**src/rtl/msc_pkg.sv**
```systemverilog
// msc_pkg: types, codes and constants of the masked byte pattern scanner
// used by msc_cell, msc_pat_mem and masked_byte_pattern_scanner
// no dependencies
package msc_pkg;

  // default depth of the pattern and of the byte window
  localparam int PatternMaxDef = 64;
  // number of bytes in an embedded reference word
  localparam int RefBytes = 4;
  // width of the configuration register index
  localparam int CfgIdxW = 3;

  // configuration register indexes
  typedef enum logic [CfgIdxW-1:0] {
    CFG_PATTERN_LENGTH  = 3'd0,
    CFG_HAS_REFERENCE   = 3'd1,
    CFG_REFERENCE_START = 3'd2,
    CFG_REFERENCE_SIZE  = 3'd3,
    CFG_ADD_OFFSET      = 3'd4,
    CFG_MODULE_BASE     = 3'd5
  } cfg_idx_e;

  // input item actions
  typedef enum logic {
    ACT_LOAD = 1'b0,
    ACT_SCAN = 1'b1
  } action_e;

  // result status codes
  typedef enum logic [1:0] {
    STS_FOUND     = 2'd0,
    STS_NOT_FOUND = 2'd1,
    STS_BAD_REF   = 2'd2
  } status_e;

  // control states of the scanner
  typedef enum logic [1:0] {
    MS_IDLE,
    MS_FILL,
    MS_RESULT
  } state_e;

  typedef struct packed {
    logic       action;
    logic [5:0] entry_index;
    logic [7:0] entry_byte;
    logic       entry_care;
    logic [7:0] image_byte;
    logic       image_last;
  } in_item_t;

  typedef struct packed {
    logic [1:0]  status;
    logic [31:0] result_value;
    logic [31:0] match_position;
  } out_item_t;

  // one pattern position: care bit and byte
  typedef struct packed {
    logic       care;
    logic [7:0] val;
  } pat_ent_t;

  // per-cell controls
  typedef struct packed {
    logic shift_win;
    logic shift_pat;
    logic load_pat;
  } cell_ctl_t;

endpackage

```
**src/rtl/msc_pat_mem.sv**
```systemverilog
// msc_pat_mem: pattern entry store, one write port and one registered read port
// entries never written read with care 0
// depends on msc_pkg
module msc_pat_mem #(
  parameter int PATTERN_MAX = msc_pkg::PatternMaxDef
) (
  input  logic                           clk_i,
  input  logic                           rst_ni,
  input  logic                           we_i,
  input  logic [$clog2(PATTERN_MAX)-1:0] waddr_i,
  input  msc_pkg::pat_ent_t              wdata_i,
  input  logic [$clog2(PATTERN_MAX)-1:0] raddr_i,
  output msc_pkg::pat_ent_t              rdata_o
);

  msc_pkg::pat_ent_t       mem_q [PATTERN_MAX];
  logic [PATTERN_MAX-1:0]  valid_q;
  msc_pkg::pat_ent_t       rd_q;
  logic                    rd_valid_q;

  always_ff @(posedge clk_i) begin
    if (we_i) begin
      mem_q[waddr_i] <= wdata_i;
    end
    rd_q <= mem_q[raddr_i];
  end

  always_ff @(posedge clk_i or negedge rst_ni) begin
    if (!rst_ni) begin
      valid_q    <= '0;
      rd_valid_q <= 1'b0;
    end else begin
      if (we_i) begin
        valid_q[waddr_i] <= 1'b1;
      end
      rd_valid_q <= valid_q[raddr_i];
    end
  end

  assign rdata_o.care = rd_q.care & rd_valid_q;
  assign rdata_o.val  = rd_q.val;

endmodule

```
**src/rtl/msc_cell.sv**
```systemverilog
// msc_cell: one position of the scan chain
// holds one window byte and one aligned pattern entry, compares them
// depends on msc_pkg
module msc_cell (
  input  logic                clk_i,
  input  logic                rst_ni,
  input  msc_pkg::cell_ctl_t  ctl_i,
  input  logic [7:0]          byte_i,
  input  msc_pkg::pat_ent_t   ent_i,
  input  msc_pkg::pat_ent_t   ld_i,
  output logic [7:0]          byte_o,
  output msc_pkg::pat_ent_t   ent_o,
  output logic                ok_o
);

  logic [7:0] win_q;
  logic [7:0] val_q;
  logic       care_q;

  // window byte moves one cell along per scanned byte while shift_win is set
  always_ff @(posedge clk_i) begin
    if (ctl_i.shift_win) begin
      win_q <= byte_i;
    end
    if (ctl_i.shift_pat) begin
      val_q <= ent_i.val;
    end else if (ctl_i.load_pat) begin
      val_q <= ld_i.val;
    end
  end

  always_ff @(posedge clk_i or negedge rst_ni) begin
    if (!rst_ni) begin
      care_q <= 1'b0;
    end else if (ctl_i.shift_pat) begin
      care_q <= ent_i.care;
    end else if (ctl_i.load_pat) begin
      care_q <= ld_i.care;
    end
  end

  assign byte_o     = win_q;
  assign ent_o.care = care_q;
  assign ent_o.val  = val_q;
  // compare against the byte entering this cell, i.e. the window after the shift
  assign ok_o       = ~care_q | (val_q == byte_i);

endmodule

```
**src/rtl/masked_byte_pattern_scanner.sv**
```systemverilog
// masked_byte_pattern_scanner: top level of the masked byte pattern scanner
// a chain of msc_cell compares the byte window with an aligned copy of the pattern
// depends on msc_pkg, msc_cell, msc_pat_mem
//
//   channel  direction  handshake                  payload
//   in       in         in_valid_i / in_stall_o    msc_pkg::in_item_t
//   out      out        out_valid_o / out_stall_i  msc_pkg::out_item_t
//   cfg      in         cfg_valid_i / cfg_ready_o  cfg_index_i, cfg_data_i
//
// loads and scanned bytes are taken only while idle; a byte that ends in a result
// moves the scanner to the result state, where the reference word and sums are formed
// a write of pattern_length realigns the pattern chain through the single read port
// of the pattern store, input stalled meanwhile
// reset clears control registers, counters and care bits; no realign is needed after it
// one finished result waits in the output register without holding up input
module masked_byte_pattern_scanner #(
  parameter int PATTERN_MAX = msc_pkg::PatternMaxDef
) (
  input  logic                          clk_i,
  input  logic                          rst_ni,
  input  logic                          in_valid_i,
  output logic                          in_stall_o,
  input  msc_pkg::in_item_t             in_data_i,
  output logic                          out_valid_o,
  input  logic                          out_stall_i,
  output msc_pkg::out_item_t            out_data_o,
  input  logic                          cfg_valid_i,
  output logic                          cfg_ready_o,
  input  logic [msc_pkg::CfgIdxW-1:0]   cfg_index_i,
  input  logic [31:0]                   cfg_data_i
);

  localparam int IW = $clog2(PATTERN_MAX);       // cell index width
  localparam int CW = $clog2(PATTERN_MAX + 1);   // counts up to PATTERN_MAX
  localparam int XW = (CW > 7) ? CW : 7;         // compare width for lengths
  localparam logic [XW-1:0] MaxX = XW'(PATTERN_MAX);

  // configuration registers
  logic [6:0]  pat_len_q;
  logic        has_ref_q;
  logic [5:0]  ref_start_q;
  logic [6:0]  ref_size_q;
  logic [31:0] add_off_q;
  logic [31:0] mod_base_q;

  // control state
  msc_pkg::state_e state_q, state_d;
  logic [CW-1:0]   cnt_q, cnt_d;
  logic            blank_q;
  logic [31:0]     seen_q, seen_d;
  logic            done_q, done_d;
  logic            pend_found_q, pend_found_d;
  logic [31:0]     pend_pos_q, pend_pos_d;
  logic            out_valid_q, out_valid_d;
  msc_pkg::out_item_t out_q, out_d;

  // chain wiring
  logic [7:0]          win_w  [PATTERN_MAX];
  msc_pkg::pat_ent_t   ent_w  [PATTERN_MAX];
  logic [PATTERN_MAX-1:0] ok_w;
  msc_pkg::cell_ctl_t  ctl_w  [PATTERN_MAX];
  msc_pkg::pat_ent_t   ld_ent;
  msc_pkg::pat_ent_t   rd_ent;
  msc_pkg::pat_ent_t   fill_ent;

  // input decode
  logic            in_acc;
  logic            is_load;
  logic            is_scan;
  logic [XW-1:0]   n_x;
  logic [XW-1:0]   idx_x;
  logic            len_ok;
  logic            mem_we;
  logic            ld_any;
  logic [XW-1:0]   ld_tgt;
  logic            shift_win;
  logic            shift_pat;
  logic            match;
  logic [31:0]     seen_inc;
  logic            out_free;

  // realign read addressing
  logic [XW-1:0]   lead;
  logic [XW-1:0]   rd_off;
  logic            blank_d;

  // result forming
  logic [31:0]     ref_word;
  logic [31:0]     res_val;
  logic [1:0]      res_sts;

  assign cfg_ready_o = 1'b1;

  assign n_x     = XW'(pat_len_q);
  assign idx_x   = XW'(in_data_i.entry_index);
  assign len_ok  = (n_x != '0) && (n_x <= MaxX);
  assign in_stall_o = (state_q != msc_pkg::MS_IDLE);
  assign in_acc  = in_valid_i & ~in_stall_o;
  assign is_load = in_acc & (in_data_i.action == msc_pkg::ACT_LOAD);
  assign is_scan = in_acc & (in_data_i.action == msc_pkg::ACT_SCAN);

  // load transactions write the store and, inside the used length, the aligned copy
  assign mem_we  = is_load & (idx_x < MaxX);
  assign ld_any  = is_load & len_ok & (idx_x < n_x);
  assign ld_tgt  = n_x - XW'(1) - idx_x;
  assign ld_ent.care = in_data_i.entry_care;
  assign ld_ent.val  = in_data_i.entry_byte;

  // window only moves while a scan is still looking
  assign shift_win = is_scan & ~done_q;
  assign shift_pat = (state_q == msc_pkg::MS_FILL) && (cnt_q != '0);
  assign seen_inc  = seen_q + 32'd1;
  assign match     = shift_win & len_ok & (&ok_w) & (seen_inc >= 32'(pat_len_q));

  // realign: step m reads pattern index m - (PATTERN_MAX - n), leading steps are blank
  assign lead    = MaxX - n_x;
  assign rd_off  = XW'(cnt_q) - lead;
  assign blank_d = ~len_ok | (XW'(cnt_q) < lead);
  assign fill_ent.care = blank_q ? 1'b0 : rd_ent.care;
  assign fill_ent.val  = rd_ent.val;

  msc_pat_mem #(
    .PATTERN_MAX (PATTERN_MAX)
  ) u_pat_mem (
    .clk_i   (clk_i),
    .rst_ni  (rst_ni),
    .we_i    (mem_we),
    .waddr_i (idx_x[IW-1:0]),
    .wdata_i (ld_ent),
    .raddr_i (rd_off[IW-1:0]),
    .rdata_o (rd_ent)
  );

  // cell k holds window byte k (newest first) and pattern entry n-1-k
  for (genvar k = 0; k < PATTERN_MAX; k++) begin : g_cell
    assign ctl_w[k].shift_win = shift_win;
    assign ctl_w[k].shift_pat = shift_pat;
    assign ctl_w[k].load_pat  = ld_any & (ld_tgt[IW-1:0] == IW'(k));

    if (k == 0) begin : g_head
      msc_cell u_cell (
        .clk_i  (clk_i),
        .rst_ni (rst_ni),
        .ctl_i  (ctl_w[k]),
        .byte_i (in_data_i.image_byte),
        .ent_i  (fill_ent),
        .ld_i   (ld_ent),
        .byte_o (win_w[k]),
        .ent_o  (ent_w[k]),
        .ok_o   (ok_w[k])
      );
    end else begin : g_body
      msc_cell u_cell (
        .clk_i  (clk_i),
        .rst_ni (rst_ni),
        .ctl_i  (ctl_w[k]),
        .byte_i (win_w[k-1]),
        .ent_i  (ent_w[k-1]),
        .ld_i   (ld_ent),
        .byte_o (win_w[k]),
        .ent_o  (ent_w[k]),
        .ok_o   (ok_w[k])
      );
    end
  end

  // reference word: pattern index j sits in window cell n-1-j; beyond the length reads zero
  always_comb begin
    logic [XW-1:0] j;
    logic [XW-1:0] w;
    ref_word = '0;
    for (int k = 0; k < msc_pkg::RefBytes; k++) begin
      j = XW'(ref_start_q) + XW'(k);
      w = n_x - XW'(1) - j;
      if (j < n_x) begin
        ref_word[8*k +: 8] = win_w[w[IW-1:0]];
      end
    end
  end

  // result fields for a pending match
  always_comb begin
    res_sts = msc_pkg::STS_FOUND;
    res_val = mod_base_q + pend_pos_q + add_off_q;
    if (has_ref_q) begin
      if (ref_size_q != 7'(msc_pkg::RefBytes)) begin
        res_sts = msc_pkg::STS_BAD_REF;
        res_val = '0;
      end else begin
        res_val = ref_word + add_off_q;
      end
    end
  end

  assign out_free = ~out_valid_q | ~out_stall_i;

  // next state and datapath controls
  always_comb begin
    state_d      = state_q;
    cnt_d        = cnt_q;
    seen_d       = seen_q;
    done_d       = done_q;
    pend_found_d = pend_found_q;
    pend_pos_d   = pend_pos_q;
    out_valid_d  = out_valid_q & out_stall_i;
    out_d        = out_q;

    case (state_q)
      msc_pkg::MS_IDLE: begin
        if (shift_win) begin
          seen_d = seen_inc;
          if (match) begin
            // first match of this image
            pend_found_d = 1'b1;
            pend_pos_d   = seen_inc - 32'(pat_len_q);
            done_d       = 1'b1;
            state_d      = msc_pkg::MS_RESULT;
          end else if (in_data_i.image_last) begin
            // image ended without a match
            pend_found_d = 1'b0;
            pend_pos_d   = '0;
            state_d      = msc_pkg::MS_RESULT;
          end
        end
        if (is_scan & in_data_i.image_last) begin
          seen_d = '0;
          done_d = 1'b0;
        end
      end
      msc_pkg::MS_FILL: begin
        cnt_d = cnt_q + CW'(1);
        if (cnt_q == CW'(PATTERN_MAX)) begin
          state_d = msc_pkg::MS_IDLE;
        end
      end
      msc_pkg::MS_RESULT: begin
        if (out_free) begin
          out_valid_d = 1'b1;
          if (pend_found_q) begin
            out_d.status         = res_sts;
            out_d.result_value   = res_val;
            out_d.match_position = pend_pos_q;
          end else begin
            out_d.status         = msc_pkg::STS_NOT_FOUND;
            out_d.result_value   = '0;
            out_d.match_position = '0;
          end
          state_d = msc_pkg::MS_IDLE;
        end
      end
      default: begin
        state_d = msc_pkg::MS_IDLE;
      end
    endcase

    // a new pattern length restarts the realign pass
    if (cfg_valid_i &&
        (msc_pkg::cfg_idx_e'(cfg_index_i) == msc_pkg::CFG_PATTERN_LENGTH)) begin
      state_d = msc_pkg::MS_FILL;
      cnt_d   = '0;
    end
  end

  always_ff @(posedge clk_i or negedge rst_ni) begin
    if (!rst_ni) begin
      state_q      <= msc_pkg::MS_IDLE;
      cnt_q        <= '0;
      blank_q      <= 1'b1;
      seen_q       <= '0;
      done_q       <= 1'b0;
      pend_found_q <= 1'b0;
      out_valid_q  <= 1'b0;
    end else begin
      state_q      <= state_d;
      cnt_q        <= cnt_d;
      blank_q      <= blank_d;
      seen_q       <= seen_d;
      done_q       <= done_d;
      pend_found_q <= pend_found_d;
      out_valid_q  <= out_valid_d;
    end
  end

  always_ff @(posedge clk_i) begin
    pend_pos_q <= pend_pos_d;
    out_q      <= out_d;
  end

  // configuration registers
  always_ff @(posedge clk_i or negedge rst_ni) begin
    if (!rst_ni) begin
      pat_len_q   <= '0;
      has_ref_q   <= 1'b0;
      ref_start_q <= '0;
      ref_size_q  <= '0;
      add_off_q   <= '0;
      mod_base_q  <= '0;
    end else if (cfg_valid_i) begin
      case (msc_pkg::cfg_idx_e'(cfg_index_i))
        msc_pkg::CFG_PATTERN_LENGTH:  pat_len_q   <= cfg_data_i[6:0];
        msc_pkg::CFG_HAS_REFERENCE:   has_ref_q   <= cfg_data_i[0];
        msc_pkg::CFG_REFERENCE_START: ref_start_q <= cfg_data_i[5:0];
        msc_pkg::CFG_REFERENCE_SIZE:  ref_size_q  <= cfg_data_i[6:0];
        msc_pkg::CFG_ADD_OFFSET:      add_off_q   <= cfg_data_i;
        msc_pkg::CFG_MODULE_BASE:     mod_base_q  <= cfg_data_i;
        default: begin
        end
      endcase
    end
  end

  assign out_valid_o = out_valid_q;
  assign out_data_o  = out_q;

endmodule
```
**config.mk**
```make
export PLATFORM = sky130hd
export DESIGN_NAME = masked_byte_pattern_scanner
export DESIGN_NICKNAME = d
export VERILOG_FILES = /design/src/rtl/msc_pkg.sv /design/src/rtl/msc_pat_mem.sv /design/src/rtl/msc_cell.sv /design/src/rtl/masked_byte_pattern_scanner.sv
export SDC_FILE = /design/constraint.sdc
export NUM_CORES = 2
export LEC_CHECK = 0
export BUFFER_PORTS_ARGS = -buffer_cell sky130_fd_sc_hd__buf_2
export CORE_MARGIN = 8
export CORE_UTILIZATION = 35
export CTS_CLUSTER_DIAMETER = 50
export DETAILED_ROUTE_END_ITERATION = 6
export PLACE_DENSITY = 0.59
export SETUP_SLACK_MARGIN = 0.5
export SYNTH_ARGS = -nofsm -noshare
export SYNTH_HDL_FRONTEND = slang
export SYNTH_SLANG_ARGS = --single-unit
```
**constraint.sdc**
```tcl
create_clock -name clk_i -period 16.1 [get_ports clk_i]
set_input_delay 0.805 -clock clk_i [delete_from_list [all_inputs] [get_ports clk_i]]
set_output_delay 0.805 -clock clk_i [all_outputs]
set_load 0.01 [all_outputs]
```
======== Word level (Yosys, flattened, before mapping) ========
Memories as Yosys holds them, arrays and structs flattened. A register that Yosys moved wholly into a read port is not among the register bits.
Index checks and enable logic that the tools add are counted.
word-level totals
  bits in writable memories ............... 576
  register bits after elaboration ......... 1381
  memories kept ........................... 1
  memory bits (read-only) ................. 0
  output and inout port bits .............. 69
  input port bits ......................... 65
  latch bits .............................. 0
memory list
  memory           depth  width  read ports  clocked after memory_dff  wr ports  line               RTL
  u_pat_mem.mem_q  64     9      1           1                         1         msc_pat_mem.sv:16  msc_pkg::pat_ent_t mem_q [PATTERN_MAX];
cells by class
  reductions and logical operators ........ 91
  multiplexer cells ....................... 303
  shifts and indexed selects .............. 0
  $add $sub $neg .......................... 17
  div/mod/pow operators ................... 0
  bitwise gates (word level) .............. 218
  order comparisons ....................... 16
  eq/ne operators ......................... 140
  multiply operators ...................... 0
operator list
  operator                 number
  $mux W8                  140
  $eq A8 B8 Y1             64
  $bmux W8 S6              4
  $eq A6 B6 Y1 const B     32
  $mux W32                 6
  $mux W1                  141
  $reduce_bool A2 Y1       69
  $add A32 B32 Y32         3
  $eq A6 B5 Y1 const B     16
  $and A1 B1 Y1            77
  $not A1 Y1               70
  $or A1 B1 Y1             66
  $or A64 B64 Y64          1
  $reduce_and A64 Y1       1
  $eq A6 B4 Y1 const B     8
  $sub A6 B6 Y6            6
  $add A32 B1 Y32 const B  1
  $ge A32 B7 Y1            1
  $sub A32 B7 Y32          1
  $ge A7 B7 Y1 const B     4
  $lt A7 B7 Y1             4
  $not A6 Y7               4
  $eq A6 B3 Y1 const B     4
  $lt A6 B7 Y1 const B     3
  other kinds (33)         59

======== Logic depth before layout (Yosys ltp) ========
  depth after elaboration ................. 12
  gate-level depth with buffers ........... 27

======== Cells and area by module ========
Synthesis repeated with hierarchy kept, for this count alone.
second synthesis, totals
  cell total of the unflattened synthesis .. 6553
  area, all modules ....................... 106184.3 um^2
modules (own cells, without submodules)
  module                       area an instance (um^2)  times used  cells each  seq. area each (um^2)
  msc_cell                     753.2                    64          42          505.5
  masked_byte_pattern_scanner  32861.5                  1           2656        6197.2
  msc_pat_mem                  25116.6                  1           1209        19103.3

======== Least setup slack after synthesis ========
OpenSTA, ideal clock, no wires.
  path type ............................... input to register
  start point ............................. input port in_valid_i
  end point ............................... register seen_q[20]
  path buffers ............................ 1
  setup slack ............................. -0.779 ns
  stages .................................. 6
  arrival time ............................ 16.742 ns
  cells stage by stage .................... nand4_1 -> inv_1 -> clkbuf_1 -> nand3_1 -> xnor2_1 -> nor2_1
on the way
  longest elaborated chain between the ends .. 5
  elaborated cells on any way between the ends .. 7
  those cells by class .................... mux (1); bitwise (4); reduce/logical (2)
RTL lines
  element                              line                                RTL
  start: declaration                   masked_byte_pattern_scanner.sv:21   input logic in_valid_i,
  $and A1 B1 Y1                        masked_byte_pattern_scanner.sv:98   assign in_acc = in_valid_i & ~in_stall_o;
  $and A1 B1 Y1                        masked_byte_pattern_scanner.sv:100  assign is_scan = in_acc & (in_data_i.action == msc_pkg::ACT_SCAN);
  $and A1 B1 Y1                        masked_byte_pattern_scanner.sv:110  assign shift_win = is_scan & ~done_q;
  named net shift_win                  masked_byte_pattern_scanner.sv:76   logic shift_win;
  $reduce_bool A2 Y1 (no source line)  --
  $reduce_and A2 Y1 (no source line)   --
  end signal: assignment               masked_byte_pattern_scanner.sv:277  seen_q <= seen_d;
  end: declaration                     masked_byte_pattern_scanner.sv:50   logic [31:0] seen_q, seen_d;
The timed path passes the listed nets, and every way through them passes these cells.
A chain may end at the register's enable or synchronous reset.

======== Worst setup path in the final report ========
  start point ............................. register pat_len_q[0] (netlist: n_x[0])
  end point ............................... register out_q, in the netlist out_data_o[63] (data pin)
on the way
  longest elaborated chain between the ends .. 10
  elaborated cells on any way between the ends .. 32
  those cells by class .................... add/sub (6); order compare (4); mux (18); bitwise (4)
RTL lines
  element                                      line                                RTL
  start: declaration                           masked_byte_pattern_scanner.sv:39   logic [6:0] pat_len_q;
  start signal: assignment                     masked_byte_pattern_scanner.sv:300  msc_pkg::CFG_PATTERN_LENGTH: pat_len_q <= cfg_data_i[6:0];
  $sub A6 B1 Y6                                masked_byte_pattern_scanner.sv:174  w = n_x - XW'(1) - j;
  $sub A6 B6 Y6                                masked_byte_pattern_scanner.sv:174
  $not A6 Y7 (implied by the code)             masked_byte_pattern_scanner.sv:176  ref_word[8*k +: 8] = win_w[w[IW-1:0]];
  $bmux W8 S6                                  masked_byte_pattern_scanner.sv:176
  $mux W8 (implied by the code) (2 in series)  masked_byte_pattern_scanner.sv:176
  $mux W8                                      masked_byte_pattern_scanner.sv:175  if (j < n_x) begin
  $add A32 B32 Y32 *                           masked_byte_pattern_scanner.sv:190  res_val = ref_word + add_off_q;
  $mux W32 *                                   masked_byte_pattern_scanner.sv:186  if (ref_size_q != 7'(msc_pkg::RefBytes)) begin
  $mux W32 *                                   masked_byte_pattern_scanner.sv:185  if (has_ref_q) begin
  end signal: assignment                       masked_byte_pattern_scanner.sv:286  out_q <= out_d;
  end: declaration                             masked_byte_pattern_scanner.sv:55   msc_pkg::out_item_t out_q, out_d;
Every way passes the cells marked *; elsewhere a longest branch is shown, timed or not. The select of a mux whose other input is x is not followed.

==> flow_metrics.py <==
metrics = {
    "run_status": {
        "run_status": "finished clean",
    },
    "clocking": {
        "clk_pin_slew_ns": 0.06,
        "clock_path_buffers": 4,
        "number_of_cts_inserted_buffers": 237,
        "clock_sink_count": 1966,
        "clk_latency_ns": 0.91,
        "clock_tree_from_tritoncts": "done",
        "root_buffer": "sky130_fd_sc_hd__clkbuf_16",
        "cts_max_level": 4,
        "post_cts.repair.setup_buffers": 0,
    },
    "synthesis": {
        "synth-adder-area-share_pct": 2.414,
        "synth_simple_gate_area_share_pct": 5.088,
        "synthesis.instances": 6444,
        "synth_area_per_cell_sq_um": 15.80,
        "yosys.cell_types.count": 97,
        "ys_seq_area_share_pct": 56.63,
        "combinational_family_with_the_most_area_after_synthesis": "multiplexers",
        "ys_flop_type": "sky130_fd_sc_hd__edfxtp_1",
        "synth_warnings": 0,
        "synthXorXnorAreaFrac_pct": 6.084,
        "post_synthesis_sequential_element_count": 1966,
        "fraction_of_registers_with_async_set_or_reset_after_synthesis_pct": 13.17,
        "post_synth_edffs": 1698,
        "synth-compound-area-share_pct": 7.045,
        "syn-num-nets": 6679,
        "mappedNetlistArea_sq_um": 101800,
        "muxShareOfSynthArea_pct": 20.73,
    },
    "floorplan": {
        "floorplan.die.width_um": 555.3,
        "start_util_pct": 35.09,
        "die_area_sq_um": 308400,
        "fp.coreArea_sq_um": 290100,
        "chip_height_um": 555.3,
        "placementRows": 198,
        "io_pins": 134,
    },
    "pwr": {
        "power.share.switching_pct": 41.78,
        "cellPowerDensity_nw_per_um2": 255.6,
        "power_frac_comb_pct": 54.1,
        "fin_total_pwr_uw": 29350,
        "cellLeakagePower_uw": 0.04084,
        "pwr-share-seq_pct": 27.7,
        "internal_power_uw": 17090,
        "share_clk_of_total_power_pct": 18.2,
        "net-switching-power_uw": 12260,
        "worst_ir_drop_vdd_mv": 0.2977,
    },
    "worst_setup_path": {
        "critical_path.max_fanout": 48,
        "setup.worst_path.end_class": "register",
        "reg_to_reg_startpoint": "n_x[0]$_DFFE_PN0P_",
        "critical_path.startpoint_type": "register",
        "critical-path-slowest-cell": "sky130_fd_sc_hd__a2111oi_0",
        "critPathRequiredTime_ns": 16.84,
        "cp-startpoint": "n_x[0]$_DFFE_PN0P_",
        "critPathKind": "reg2reg",
        "worst_ep_arrival_time_ns": 10.86,
        "cpPeakStageDelay_ns": 0.99,
    },
    "layout": {
        "final_core_util_pct": 39.58,
        "final_area_sq_um": 114800,
        "final_net_count": 6777,
        "n_fill_cell": 26380,
        "synthesis_to_finish_area_growth_pct": 12.79,
        "layout-drive-gt1-share_pct": 25.12,
    },
    "grt": {
        "grt_overflow_total": 0,
        "grt_max_degree": 180,
        "grt_pass1_vias": 63740,
        "first_pass_grt_wire_length_um": 484500,
        "global_route.usage.total_pct": 21.43,
        "antenna_violations_before_repair": 39,
    },
    "sta": {
        "final.setup_skew_ns": 0.09543,
        "report.final.setup_viol": 0,
        "grt_setup_unrepaired": "no",
        "max_freq_mhz": 98.78,
        "final.period_utilization_pct": 62.88,
        "slew_violations": 0,
        "final_hold_viol_count": 0,
        "relSlewSlack_pct": 8.806,
        "max_slew.worst_pin.slew_ns": 1.366,
        "post-route-worst-setup-slack_ns": 5.977,
        "totalNegativeSetupSlack_ns": 0,
        "finalWorstPathRequiredPeriod_ns": 10.12,
    },
    "placed_design": {
        "placed_area_sq_um": 107000,
        "gp_congestion": 0.9512,
        "place_worst_setup_slack_ns": 6.117,
        "hpwl_um": 239300,
        "quantity_of_i_o_buffers_inserted_on_ports": 132,
    },
    "detailed_routing": {
        "drt_iter0_markers": 8403,
        "detailroute.via_count": 63670,
        "via_per_inst": 5.976,
        "first_pass_drt_iterations": 6,
        "wl_per_cell_um": 31.86,
        "route.antenna.remaining_nets": 0,
        "drc": 0,
        "finalWirelength_um": 339400,
    },
    "job": {
        "timing.max_cap.violations": 0,
    },
    "worst_hold_path": {
        "launch_instance_of_the_worst_min_delay_path": "cfg_data_i[15]",
        "hp-class": "in2reg",
    },
}
per-layer routing:
metal  GRT usage, %  up-vias  wire (um)
met4          9.400       24      17470
met2          32.73     3834     152900
li1               -    25770          -
met1          28.42    33300     130900
met5              0        -        162
met3          6.338      743      37930
layout make-up:
type                    instances  area [sq um]  area share (%)
inverters                      85         329.1          0.2866
repair buffers                263          1709           1.488
clock buffers                 305          6407           5.580
multi-input cells            3989         42440           36.96
flip-flops and latches       1966         57650           50.21
well taps                    3900          4880           4.250
clock inverters               135          1389           1.209
diodes                         11         27.53         0.02397
layout by cell type (no fill, tap or decap), types with 26 or more instances in the layout:
cell type,Yosys,routed
sky130_fd_sc_hd__nor2b_1,39,39
sky130_fd_sc_hd__clkinv_1,3,27
sky130_fd_sc_hd__nand4_1,170,170
sky130_fd_sc_hd__clkbuf_1,270,47
sky130_fd_sc_hd__mux2i_1,99,99
sky130_fd_sc_hd__fa_1,40,36
sky130_fd_sc_hd__nand3_1,51,51
sky130_fd_sc_hd__and3_1,26,26
sky130_fd_sc_hd__or2_2,70,70
sky130_fd_sc_hd__nor3_1,28,26
sky130_fd_sc_hd__dfrtp_1,258,258
sky130_fd_sc_hd__mux2_2,80,80
sky130_fd_sc_hd__buf_4,3,127
sky130_fd_sc_hd__o21ai_0,223,219
sky130_fd_sc_hd__mux4_2,839,839
sky130_fd_sc_hd__ha_1,130,128
sky130_fd_sc_hd__a21o_1,570,570
sky130_fd_sc_hd__inv_1,79,78
sky130_fd_sc_hd__buf_2,48,130
sky130_fd_sc_hd__clkbuf_16,0,238
sky130_fd_sc_hd__edfxtp_1,1698,1698
sky130_fd_sc_hd__xor2_1,54,49
sky130_fd_sc_hd__nor2_1,247,239
sky130_fd_sc_hd__nand2_1,273,273
sky130_fd_sc_hd__and2_1,55,47
sky130_fd_sc_hd__xnor2_1,635,625
sky130_fd_sc_hd__a21oi_1,114,112
cells by family (layout without fill, tap and decap cells):
logic type / count (synthesis) / count (layout)
AO/OA/AOI/OAI: 1053 / 1053
XOR/XNOR: 696 / 696
adder cells (fa/ha/maj): 173 / 173
buffers and inverters: 489 / 788
flip-flops: 1966 / 1966
multiplexers: 1030 / 1030
other: 1 / 12
AND/OR/NAND/NOR: 1036 / 1036
stage by stage:
stage	hold slack, ns	cells
floorplan	0.4337	6444
global placement	0.4453	10200
detailed placement	0.4491	10200
CTS	0.08998	10640
global route	0.1328	10640
finish	0.1570	10650
what timing repair did:
item / 4_1_cts / 5_1_grt
hold buffers: 1 / 0
gates resized for setup: 0 / 0
endpoints found under the hold margin: 56 / 0
power by group through the flow:
stage / registers [uW] / clock network, uW / logic, uW
CTS: 8110 / 5430 / 15800
floorplan: 7820 / 0 / 10900
finish: 8130 / 5350 / 15900
detailed placement: 8200 / 0 / 15700
global route: 8220 / 5620 / 16700
global placement: 8190 / 0 / 15600
worst max-delay path, delay by kind of cell, from the launching register on:
family,cells,cell delay [ns]
xor gates and xnor gates,2,0.61
DFF,1,0.58
buffers and inverters,5,2.56
adders and majority gates,3,1.12
and+or+nand+nor,2,0.49
muxes,3,1.50
AOI/OAI and AO/OA,11,2.99
final timing paths:
kind                       cells past startpoint  slack, ns                                 to
setup / recovery                              26       5.98       out_data_o[63]$_SDFFCE_PN0P_
hold / removal                                 2       0.16          add_off_q[15]$_DFFE_PN0P_
setup reg to reg                              26       5.98       out_data_o[63]$_SDFFCE_PN0P_
hold reg to reg                                1       0.46  u_pat_mem.valid_q[46]$_DFFE_PN0P_
max in group asynchronous                      5      12.80         mod_base_q[25]$_DFFE_PN0P_
min in group asynchronous                      2       0.35  u_pat_mem.valid_q[31]$_DFFE_PN0P_
synthesized netlist by cell type (40+ instances only):
| cell | n | area [sq um] |
|---|---|---|
| sky130_fd_sc_hd__buf_1 | 65 | 244.0 |
| sky130_fd_sc_hd__inv_1 | 79 | 296.5 |
| sky130_fd_sc_hd__o21ai_0 | 223 | 1116 |
| sky130_fd_sc_hd__fa_1 | 40 | 800.8 |
| sky130_fd_sc_hd__a21oi_1 | 114 | 570.6 |
| sky130_fd_sc_hd__nand3_1 | 51 | 255.2 |
| sky130_fd_sc_hd__nand4_1 | 170 | 1064 |
| sky130_fd_sc_hd__clkbuf_1 | 270 | 1013 |
| sky130_fd_sc_hd__mux4_2 | 839 | 18900 |
| sky130_fd_sc_hd__ha_1 | 130 | 1627 |
| sky130_fd_sc_hd__mux2i_1 | 99 | 991.0 |
| sky130_fd_sc_hd__nand2_1 | 273 | 1025 |
| sky130_fd_sc_hd__edfxtp_1 | 1698 | 50990 |
| sky130_fd_sc_hd__xnor2_1 | 635 | 5562 |
| sky130_fd_sc_hd__buf_2 | 48 | 240.2 |
| sky130_fd_sc_hd__dfrtp_1 | 258 | 6456 |
| sky130_fd_sc_hd__mux2_2 | 80 | 900.9 |
| sky130_fd_sc_hd__a21o_1 | 570 | 4279 |
| sky130_fd_sc_hd__xor2_1 | 54 | 473.0 |
| sky130_fd_sc_hd__and2_1 | 55 | 344.1 |
| sky130_fd_sc_hd__nor2_1 | 247 | 927.1 |
| sky130_fd_sc_hd__or2_2 | 70 | 437.9 |
sequential cells by signal, indices dropped and copies added, names as in the netlist, 2 cells and up:
name and count:
g_cell.g_head.u_cell.byte_o 8, out_data_o 66, g_cell.g_body.u_cell.byte_o 504, g_cell.g_head.u_cell.val_q 8, seen_q 32, add_off_q 32
g_cell.g_body.u_cell.care_q 63, ref_start_q 6, g_cell.g_body.u_cell.val_q 504, u_pat_mem.rdata_o 8, cnt_q 7, u_pat_mem.valid_q 64
pend_pos_q 32, n_x 7, u_pat_mem.mem_q 576, mod_base_q 32, state_q 2, ref_size_q 7
No activity file was read; power rests on OpenSTA's default activity.
